### config.mk
export PLATFORM = sky130hd
export DESIGN_NAME = sha1_byte_stream_hash
export DESIGN_NICKNAME = d
export VERILOG_FILES = /design/src/rtl/sha1_pkg.sv /design/src/rtl/sha1_dp.sv /design/src/rtl/sha1_ctrl.sv /design/src/rtl/sha1_byte_stream_hash.sv
export SDC_FILE = /design/constraint.sdc
export NUM_CORES = 2
export LEC_CHECK = 0
export ABC_AREA = 1
export ABC_CLOCK_PERIOD_IN_PS = 18900
export BUFFER_PORTS_ARGS = -buffer_cell sky130_fd_sc_hd__buf_2
export CORE_AREA = 2 2 347 435
export DETAILED_ROUTE_END_ITERATION = 16
export DIE_AREA = 0 0 349 437
export HOLD_SLACK_MARGIN = 0.15
export PLACE_DENSITY = 0.53
export SETUP_SLACK_MARGIN = 0.4
export SLEW_MARGIN = 20
export SYNTH_ARGS = -nofsm -noshare
export SYNTH_HDL_FRONTEND = slang
export SYNTH_SLANG_ARGS = --single-unit
### constraint.sdc
create_clock -name clock -period 18.9 [get_ports clock]
set_input_delay 1.89 -clock clock [delete_from_list [all_inputs] [get_ports clock]]
set_output_delay 1.89 -clock clock [all_outputs]
set_load 0.1 [all_outputs]
### src/rtl/sha1_pkg.sv
// ----------------------------------------------------------------------------
// SHA-1 byte stream hash - shared package
// Word type, initial hash values, round functions and the control and status
// structs that pass between the controller and the datapath.
// ----------------------------------------------------------------------------
package sha1_pkg;

   typedef logic [31:0] word_type;

   localparam word_type IV_H0 = 32'h6745_2301;
   localparam word_type IV_H1 = 32'hEFCD_AB89;
   localparam word_type IV_H2 = 32'h98BA_DCFE;
   localparam word_type IV_H3 = 32'h1032_5476;
   localparam word_type IV_H4 = 32'hC3D2_E1F0;

   localparam word_type K_R0 = 32'h5A82_7999;
   localparam word_type K_R1 = 32'h6ED9_EBA1;
   localparam word_type K_R2 = 32'h8F1B_BCDC;
   localparam word_type K_R3 = 32'hCA62_C1D6;

   localparam logic [7:0] PAD_BYTE  = 8'h80;
   localparam int         ROUNDS    = 80;
   localparam int         DIGEST_WORDS = 5;

   // byte source for the schedule packer
   localparam logic [1:0] BSEL_MSG  = 2'd0;
   localparam logic [1:0] BSEL_PAD  = 2'd1;
   localparam logic [1:0] BSEL_ZERO = 2'd2;
   localparam logic [1:0] BSEL_LEN  = 2'd3;

   typedef struct packed {
      logic       put_byte;
      logic [1:0] byte_sel;
      logic       count_byte;
      logic       load_work;
      logic       round_en;
      logic [6:0] rnd;
      logic       add_chain;
      logic       init_hash;
      logic [2:0] word_sel;
   } cmd_type;

   typedef struct packed {
      logic [5:0] pos;
   } sts_type;

   function automatic word_type round_k(input logic [6:0] rnd);
      word_type k;
      if (rnd < 7'd20) begin
         k = K_R0;
      end else if (rnd < 7'd40) begin
         k = K_R1;
      end else if (rnd < 7'd60) begin
         k = K_R2;
      end else begin
         k = K_R3;
      end
      return k;
   endfunction

   function automatic word_type round_f(input logic [6:0] rnd, input word_type b,
                                        input word_type c, input word_type d);
      word_type f;
      if (rnd < 7'd20) begin
         f = (b & c) | (~b & d);
      end else if (rnd < 7'd40) begin
         f = b ^ c ^ d;
      end else if (rnd < 7'd60) begin
         f = (b & c) | (b & d) | (c & d);
      end else begin
         f = b ^ c ^ d;
      end
      return f;
   endfunction

endpackage

### src/rtl/sha1_dp.sv
// ----------------------------------------------------------------------------
// SHA-1 datapath
// Byte packer into a 16-word schedule window, round logic on the working
// registers, chaining values and the 64-bit message byte count.
// ----------------------------------------------------------------------------
module sha1_dp (
   input  logic              clock,
   input  logic              reset,
   input  logic [7:0]        data_byte,
   input  sha1_pkg::cmd_type cmd,
   output sha1_pkg::sts_type sts,
   output logic [31:0]       digest_word
);
   import sha1_pkg::*;

   word_type   win_ff [16];
   word_type   win_in [16];
   word_type   work_ff [5];
   word_type   work_in [5];
   word_type   hash_ff [5];
   word_type   hash_in [5];
   logic [23:0] acc_ff, acc_in;
   logic [5:0]  pos_ff, pos_in;
   logic [63:0] count_ff, count_in;

   logic [7:0]  byte_val;
   logic [63:0] bit_len;
   word_type    packed_word;
   word_type    sched_w;
   word_type    temp;

   assign bit_len     = {count_ff[60:0], 3'b000};
   assign packed_word = {acc_ff, byte_val};
   assign sts.pos     = pos_ff;

   always_comb begin
      case (cmd.byte_sel)
         BSEL_MSG:  byte_val = data_byte;
         BSEL_PAD:  byte_val = PAD_BYTE;
         BSEL_LEN:  byte_val = bit_len[8 * (7 - int'(pos_ff[2:0])) +: 8];
         default:   byte_val = 8'h00;
      endcase
   end

   // first sixteen rounds recirculate the loaded words, later ones expand
   always_comb begin
      if (cmd.rnd < 7'd16) begin
         sched_w = win_ff[0];
      end else begin
         sched_w = win_ff[13] ^ win_ff[8] ^ win_ff[2] ^ win_ff[0];
         sched_w = {sched_w[30:0], sched_w[31]};
      end
      temp = {work_ff[0][26:0], work_ff[0][31:27]} +
             round_f(cmd.rnd, work_ff[1], work_ff[2], work_ff[3]) +
             work_ff[4] + round_k(cmd.rnd) + sched_w;
   end

   always_comb begin
      win_in   = win_ff;
      work_in  = work_ff;
      hash_in  = hash_ff;
      acc_in   = acc_ff;
      pos_in   = pos_ff;
      count_in = count_ff;

      if (cmd.put_byte) begin
         acc_in = packed_word[23:0];
         pos_in = pos_ff + 6'd1;
         if (pos_ff[1:0] == 2'd3) begin
            for (int i = 0; i < 15; i++) begin
               win_in[i] = win_ff[i + 1];
            end
            win_in[15] = packed_word;
         end
      end
      if (cmd.count_byte) begin
         count_in = count_ff + 64'd1;
      end
      if (cmd.load_work) begin
         work_in = hash_ff;
      end
      if (cmd.round_en) begin
         for (int i = 0; i < 15; i++) begin
            win_in[i] = win_ff[i + 1];
         end
         win_in[15] = sched_w;
         work_in[4] = work_ff[3];
         work_in[3] = work_ff[2];
         work_in[2] = {work_ff[1][1:0], work_ff[1][31:2]};
         work_in[1] = work_ff[0];
         work_in[0] = temp;
      end
      if (cmd.add_chain) begin
         for (int i = 0; i < 5; i++) begin
            hash_in[i] = hash_ff[i] + work_ff[i];
         end
      end
      if (cmd.init_hash) begin
         hash_in[0] = IV_H0;
         hash_in[1] = IV_H1;
         hash_in[2] = IV_H2;
         hash_in[3] = IV_H3;
         hash_in[4] = IV_H4;
         count_in   = '0;
         pos_in     = '0;
      end
   end

   always_comb begin
      case (cmd.word_sel)
         3'd0:    digest_word = hash_ff[0];
         3'd1:    digest_word = hash_ff[1];
         3'd2:    digest_word = hash_ff[2];
         3'd3:    digest_word = hash_ff[3];
         3'd4:    digest_word = hash_ff[4];
         default: digest_word = '0;
      endcase
   end

   always_ff @(posedge clock) begin
      win_ff  <= win_in;
      work_ff <= work_in;
      acc_ff  <= acc_in;
      if (reset) begin
         hash_ff[0] <= IV_H0;
         hash_ff[1] <= IV_H1;
         hash_ff[2] <= IV_H2;
         hash_ff[3] <= IV_H3;
         hash_ff[4] <= IV_H4;
         pos_ff     <= '0;
         count_ff   <= '0;
      end else begin
         hash_ff  <= hash_in;
         pos_ff   <= pos_in;
         count_ff <= count_in;
      end
   end

endmodule

### src/rtl/sha1_ctrl.sv
// ----------------------------------------------------------------------------
// SHA-1 controller
// Sequences byte intake, padding, the 80 compression rounds and the
// five-word digest output.
// ----------------------------------------------------------------------------
module sha1_ctrl (
   input  logic              clock,
   input  logic              reset,
   input  logic              req_valid,
   output logic              req_ready,
   input  logic              byte_valid,
   input  logic              msg_end,
   output logic              rsp_valid,
   input  logic              rsp_ready,
   output logic              rsp_last,
   output sha1_pkg::cmd_type cmd,
   input  sha1_pkg::sts_type sts
);
   import sha1_pkg::*;

   localparam logic [2:0] S_IDLE  = 3'd0;
   localparam logic [2:0] S_LOAD  = 3'd1;
   localparam logic [2:0] S_ROUND = 3'd2;
   localparam logic [2:0] S_ADD   = 3'd3;
   localparam logic [2:0] S_PAD   = 3'd4;
   localparam logic [2:0] S_EMIT  = 3'd5;

   localparam logic [6:0] LAST_RND  = 7'(ROUNDS - 1);
   localparam logic [2:0] LAST_WORD = 3'(DIGEST_WORDS - 1);

   logic [2:0] state_ff, state_in;
   logic [6:0] rnd_ff, rnd_in;
   logic [2:0] word_ff, word_in;
   logic       pend_end_ff, pend_end_in;
   logic       first_ff, first_in;     // 0x80 still to be written
   logic       len_ok_ff, len_ok_in;   // this block carries the length
   logic       last_blk_ff, last_blk_in;

   always_comb begin
      state_in    = state_ff;
      rnd_in      = rnd_ff;
      word_in     = word_ff;
      pend_end_in = pend_end_ff;
      first_in    = first_ff;
      len_ok_in   = len_ok_ff;
      last_blk_in = last_blk_ff;
      cmd          = '0;
      cmd.rnd      = rnd_ff;
      cmd.word_sel = word_ff;
      req_ready    = 1'b0;
      rsp_valid    = 1'b0;
      rsp_last     = 1'b0;

      unique case (state_ff)
         S_IDLE: begin
            req_ready = 1'b1;
            if (req_valid) begin
               pend_end_in = msg_end;
               first_in    = 1'b1;
               len_ok_in   = 1'b0;
               last_blk_in = 1'b0;
               if (byte_valid) begin
                  cmd.put_byte   = 1'b1;
                  cmd.byte_sel   = BSEL_MSG;
                  cmd.count_byte = 1'b1;
               end
               if (byte_valid && sts.pos == 6'd63) begin
                  state_in = S_LOAD;
               end else if (msg_end) begin
                  state_in = S_PAD;
               end
            end
         end
         S_LOAD: begin
            cmd.load_work = 1'b1;
            rnd_in        = '0;
            state_in      = S_ROUND;
         end
         S_ROUND: begin
            cmd.round_en = 1'b1;
            if (rnd_ff == LAST_RND) begin
               rnd_in   = '0;
               state_in = S_ADD;
            end else begin
               rnd_in = rnd_ff + 7'd1;
            end
         end
         S_ADD: begin
            cmd.add_chain = 1'b1;
            if (last_blk_ff) begin
               word_in  = '0;
               state_in = S_EMIT;
            end else if (pend_end_ff) begin
               state_in = S_PAD;
            end else begin
               state_in = S_IDLE;
            end
         end
         S_PAD: begin
            cmd.put_byte = 1'b1;
            if (first_ff) begin
               cmd.byte_sel = BSEL_PAD;
            end else if (len_ok_ff && sts.pos >= 6'd56) begin
               cmd.byte_sel = BSEL_LEN;
            end else begin
               cmd.byte_sel = BSEL_ZERO;
            end
            first_in = 1'b0;
            // length fits behind the marker only when it lands below byte 56
            if (first_ff && sts.pos <= 6'd55) begin
               len_ok_in = 1'b1;
            end
            if (sts.pos == 6'd63) begin
               last_blk_in = len_ok_ff;
               len_ok_in   = 1'b1;
               state_in    = S_LOAD;
            end
         end
         S_EMIT: begin
            rsp_valid = 1'b1;
            rsp_last  = (word_ff == LAST_WORD);
            if (rsp_ready) begin
               word_in = word_ff + 3'd1;
               if (word_ff == LAST_WORD) begin
                  cmd.init_hash = 1'b1;
                  state_in      = S_IDLE;
               end
            end
         end
         default: begin
            state_in = S_IDLE;
         end
      endcase
   end

   always_ff @(posedge clock) begin
      if (reset) begin
         state_ff    <= S_IDLE;
         rnd_ff      <= '0;
         word_ff     <= '0;
         pend_end_ff <= 1'b0;
         first_ff    <= 1'b0;
         len_ok_ff   <= 1'b0;
         last_blk_ff <= 1'b0;
      end else begin
         state_ff    <= state_in;
         rnd_ff      <= rnd_in;
         word_ff     <= word_in;
         pend_end_ff <= pend_end_in;
         first_ff    <= first_in;
         len_ok_ff   <= len_ok_in;
         last_blk_ff <= last_blk_in;
      end
   end

endmodule

### src/rtl/sha1_byte_stream_hash.sv
// Intake: a byte item is taken while req_tready is high; the byte that fills a
// 64-byte block runs the load, 80 rounds and chaining add before the next item is taken.
// Message end: one padding byte per cycle (up to 72 over two blocks), the same load,
// rounds and add per padded block, then five digest items, one per cycle while rsp_tready is high.
// Intake stays closed while a full 64-byte block is hashed.
// Reset is synchronous: control clears, chaining values load the SHA-1 IV.
// ----------------------------------------------------------------------------
// SHA-1 byte stream hash - top level
// Takes message bytes one item at a time and returns the five digest words
// of each message after its end marker.
// ----------------------------------------------------------------------------
module sha1_byte_stream_hash (
   input  logic        clock,
   input  logic        reset,
   input  logic        req_tvalid,
   output logic        req_tready,
   input  logic [7:0]  req_tdata,   // [7:0] data_byte
   input  logic        req_tuser,   // [0] byte_valid
   input  logic        req_tlast,   // message_end
   output logic        rsp_tvalid,
   input  logic        rsp_tready,
   output logic [31:0] rsp_tdata,   // [31:0] digest_word
   output logic        rsp_tlast    // word_last
);
   import sha1_pkg::*;

   cmd_type cmd;
   sts_type sts;

   sha1_ctrl u_ctrl (
      .clock      (clock),
      .reset      (reset),
      .req_valid  (req_tvalid),
      .req_ready  (req_tready),
      .byte_valid (req_tuser),
      .msg_end    (req_tlast),
      .rsp_valid  (rsp_tvalid),
      .rsp_ready  (rsp_tready),
      .rsp_last   (rsp_tlast),
      .cmd        (cmd),
      .sts        (sts)
   );

   sha1_dp u_dp (
      .clock       (clock),
      .reset       (reset),
      .data_byte   (req_tdata),
      .cmd         (cmd),
      .sts         (sts),
      .digest_word (rsp_tdata)
   );

   // intake and digest output never overlap
   assert property (@(posedge clock) disable iff (reset)
      !(req_tready && rsp_tvalid))
      else $error("intake open while digest pending");

   // the final digest item hands straight back to intake
   assert property (@(posedge clock) disable iff (reset)
      (rsp_tvalid && rsp_tready && rsp_tlast) |=> req_tready)
      else $error("intake not reopened after digest");

   // an empty item leaves the block ready for the next one
   assert property (@(posedge clock) disable iff (reset)
      (req_tvalid && req_tready && !req_tuser && !req_tlast) |=> req_tready)
      else $error("empty item stalled intake");

   // digest output only starts at a word boundary with the byte position cleared
   assert property (@(posedge clock) disable iff (reset)
      $rose(rsp_tvalid) |-> (sts.pos == 6'd0) && !rsp_tlast)
      else $error("digest started mid block");

endmodule
==> summary.md <==
| Metric | Value |
|---|---|
| Postcts setup bufs | 0 |
| VDD IR max | 0.07602 mV |
| R2R Setup Slk | approximately 13000 ps |
| Residual DRC | 0 |
| Gpl congestion | 0.9912 |
| Placeable core area | approximately 150000 sq um |
| Die area | 152500 sq um |
| CTS tree | built |
| Post-Synth Adder-Cell Area | approximately 10% |
| Critical Path AT | ~7000 ps |
| Area grow syn2layout | 11.40% |
| Reg-to-Reg Start | u_ctrl.rnd_ff[5]$_SDFFE_PP0P_ |
| Ys async rst share | 0% |
| PwrDens | 115.3 nW/um^2 |
| CTS Buffer Depth | 3 |
| Clock Power Share | 31.4% |
| First-pass GRT wire length | 263100 microns |
| Grt met1 use | 30.61% |
| Comb pwr share | 28.0% |
| Largest fanout on the critical path | 190 |
| Mapped Area | 51660 sq um |
| Internal power | 4.268 mW |
| Share of cells above drive strength 1 | 5.772% |
| Avg Cell Area, Syn | 9.164 sq um |
| Num CTS Buffers | 101 |
| Setup Skew | 75.01 ps |
| WL final | 182200 microns |
| Gr ovfl total | 0 |
| Remaining antenna violation count | 0 |
| GR peak layer | met2 |
| HPWL after DPL | around 140000 microns |
| Slew headroom | 25.62% |
| Top cells by instance count after synthesis | 1187 x nand2_1, 723 x inv_1, 696 x edfxtp_1 |
| Multi-input gate area | 22550 sq um |
| Synth Area in Simple Gates | 17.14% |
| RSZ-0062 raised after global routing | false |
| Vias in the first global route | 39.02k |
| Initial Util | 34.89% |
| CP cell instances | buf_2 -> inv_1 -> nor2_8 -> nand2_4 -> inv_2 -> nor2_1 -> inv_2 -> nand2_1 -> nand2_4 -> buf_4 -> buf_4 -> buf_12 |
| Sequential share of the synthesized area | 49.92% |
| # port buffers | 48 |
| WP data required | 19270 ps |
| Hold_buf cts | 0 |
| Final hold viol count | 0 |
| RR Endpoint | u_dp.work_ff[158]$_DFFE_PP_ |
| Yosys warning total | 0 |
| HP Start | u_dp.win_ff[380]$_DFFE_PP_ |
| Wire per inst | 23.69 microns |
| Total negative setup slack | 0 ps |
| Register area | 25780 sq um |
| Pins Over Slew Limit | 0 |
| Fmax | 154.7 MHz |
| Most common cell in the netlist | nand2_1 |
| Yosys top cell by area | edfxtp_1 |
| Sw Share | a little over a third |
| CTS H-Tree Depth | 3 |
| Fin nets | between 6k and 7k |
| Ys flop type | edfxtp_1 |
| Post-CTS Resized | 0 |
| CP max-delay cell | buf_4 |
| Yosys reg bits | 940 |
| Post-Syn Nets | 6003 |
| Post-synth cell types | 67 |
| Fillers | 14.91k |
| Main combinational cell family by area after synthesis | simple AND/OR/NAND/NOR gates |
| GRT met3 Usage | roughly 3.5% |
| Total GRT Usage | 23.54% |
| Final core utilization | ~39% |
| EDFF count, synth | 696 |
| Reg power frac | 40.6% |
| Tightest Pin Transition | 1116 ps |
| Worst r2r path cells | 23 |
| CP Capture Type | register |
| Area fraction in compound gates after synthesis | 13.09% |
| Vias | around 41k |
| Die span in y | 437 microns |
| M2 GR Usage | 37.67% |
| Row cnt | 158 |
| CP Class | in -> reg |
| Initial antenna violation count | 6 |
| Die width | 349 microns |
| Area contributors post-synth | edfxtp_1 40%, dfxtp_1 9.5%, nand2_1 8.6% |
| CP peak stage delay | 840 ps |
| # setup viols final | 0 |
| # IOs | 49 |
| Post-synthesis xor/xnor area fraction | 3.001% |
| Period utilisation layout | about a third |
| Leakage | 22.06 nW |
| DR pass1 iterations | 6 |
| Status | finished, final reports clean |
| DR iter-0 viols | 3821 |
| Syn Inst Count | 5637 |
| Synth top area share | 40.46% |
| Worst setup path endpoint | u_dp.win_ff[246]$_DFFE_PP_ |
| Vias per cell | 5.302 |
| Clock sink count | 940 |
| Hold Path Class | reg -> reg |
| Max-cap violations | 0 |
| Root buffer cell | clkbuf_16 |
| Switching pwr | 2.366 mW |
| Worst Setup Start Kind | input pin |
| Crit path launch | req_tvalid |
| Period minus WS final | 6465 ps |
| Reg clk slew, reported paths | 60 ps |
| Clock Latency Late Sink | 770 ps |
| Largest net degree at the start of global routing | 191 |
| Post-synthesis mux area share | less than 1% |
==> state kept, by name (all words and copies together) (netlist names) <==
name and flops:
u_ctrl.rnd_ff 7, u_ctrl.last_blk_ff 1, u_dp.hash_ff 160, u_dp.sts 6
u_ctrl.state_ff 3, u_ctrl.first_ff 1, u_dp.acc_ff 24, u_dp.win_ff 512
u_ctrl.pend_end_ff 1, u_ctrl.len_ok_ff 1, u_dp.work_ff 160, u_dp.count_ff 61
u_ctrl.word_ff 3
==> area by class of cell <==
class,count,area share (%)
inverter,735,4.829
timing repair buffer,93,1.044
sequential,940,44.81
tap,1920,4.175
clock buffer,119,4.579
clock inverter,66,1.376
antenna,2,0.008697
multi-input combinational,3816,39.18
==> worst min-delay path by stage <==
stage | endpoint | slack (ps) | cells after the start
after CTS | u_dp.win_ff[412]$_DFFE_PP_ | 410 | 0
after global placement | u_dp.win_ff[74]$_DFFE_PP_ | 400 | 0
final | u_dp.win_ff[412]$_DFFE_PP_ | 410 | 0
after global routing | u_dp.win_ff[412]$_DFFE_PP_ | 410 | 0
after detailed placement | u_dp.win_ff[142]$_DFFE_PP_ | 400 | 0
after floorplan | u_dp.win_ff[128]$_DFFE_PP_ | 400 | 0
==> metrics by stage <==
stage	area, sq um	setup WS [ps]	instances	power (mW)	hold WS, ps
floorplan	51660	4262	5637	4.003	400.3
finish	57550	12430	7691	6.635	411.3
global placement	54100	11790	7502	4.568	400.6
detailed placement	54110	11620	7503	4.565	404.5
CTS	57540	12470	7688	6.668	410.1
global route	57540	11990	7690	6.971	408.4
==> critical path, delay by kind of cell <==
kind	cells	cell delay [ps]
AND/OR/NAND/NOR	5	1120
buffers and inverters	7	3560
==> per-layer routing <==
| layer | vias up | part of all wire, % |
|---|---|---|
| met1 | 19760 | 42 |
| met3 | 324 | 5.8 |
| li1 | 19300 | - |
| met5 | - | 0 |
| met4 | 0 | 5.9 |
| met2 | 1396 | 46 |
==> cell usage in the layout, fill, tap and decap left out, types with 17 or more instances in the layout <==
| cell | netlist | routed |
|---|---|---|
| nand2_1 | 1187 | 1185 |
| inv_1 | 723 | 721 |
| edfxtp_1 | 696 | 696 |
| a21oi_1 | 494 | 494 |
| o21ai_0 | 436 | 434 |
| nor2_1 | 376 | 375 |
| nand3_1 | 251 | 250 |
| dfxtp_1 | 244 | 244 |
| ha_1 | 228 | 228 |
| fa_1 | 124 | 124 |
| xnor2_1 | 112 | 112 |
| clkbuf_16 | 0 | 101 |
| nor3_1 | 78 | 78 |
| nand4_1 | 69 | 69 |
| xor2_1 | 65 | 65 |
| buf_2 | 36 | 49 |
| buf_4 | 1 | 42 |
| o21ai_1 | 38 | 40 |
| o22ai_1 | 34 | 34 |
| o211ai_1 | 34 | 34 |
| o221ai_1 | 31 | 31 |
| o21bai_1 | 30 | 30 |
| a221oi_1 | 29 | 29 |
| o21a_1 | 24 | 24 |
| or2_2 | 22 | 22 |
| clkinv_1 | 2 | 18 |
| a31oi_1 | 18 | 18 |
| a21boi_0 | 18 | 18 |
| clkinv_2 | 0 | 17 |
==> power groups by stage <==
stage | Sequential [mW] | Clock [mW] | Combinational, mW
CTS | 2.69 | 2.13 | 1.84
floorplan | 2.75 | 0 | 1.25
detailed placement | 2.73 | 0 | 1.83
global route | 2.71 | 2.22 | 2.05
finish | 2.69 | 2.09 | 1.86
global placement | 2.73 | 0 | 1.84
==> logic make-up (layout without fill, tap and decap cells) <==
| kind of cell | count (synthesis) | after routing |
|---|---|---|
| AOI/OAI and AO/OA | 1219 | 1219 |
| xor gates and xnor gates | 177 | 177 |
| adders and majority gates | 352 | 352 |
| buffers and inverters | 881 | 1013 |
| DFF | 940 | 940 |
| muxes | 1 | 1 |
| other | 0 | 2 |
| and+or+nand+nor | 2067 | 2067 |
(Power assumes the default switching activity.)
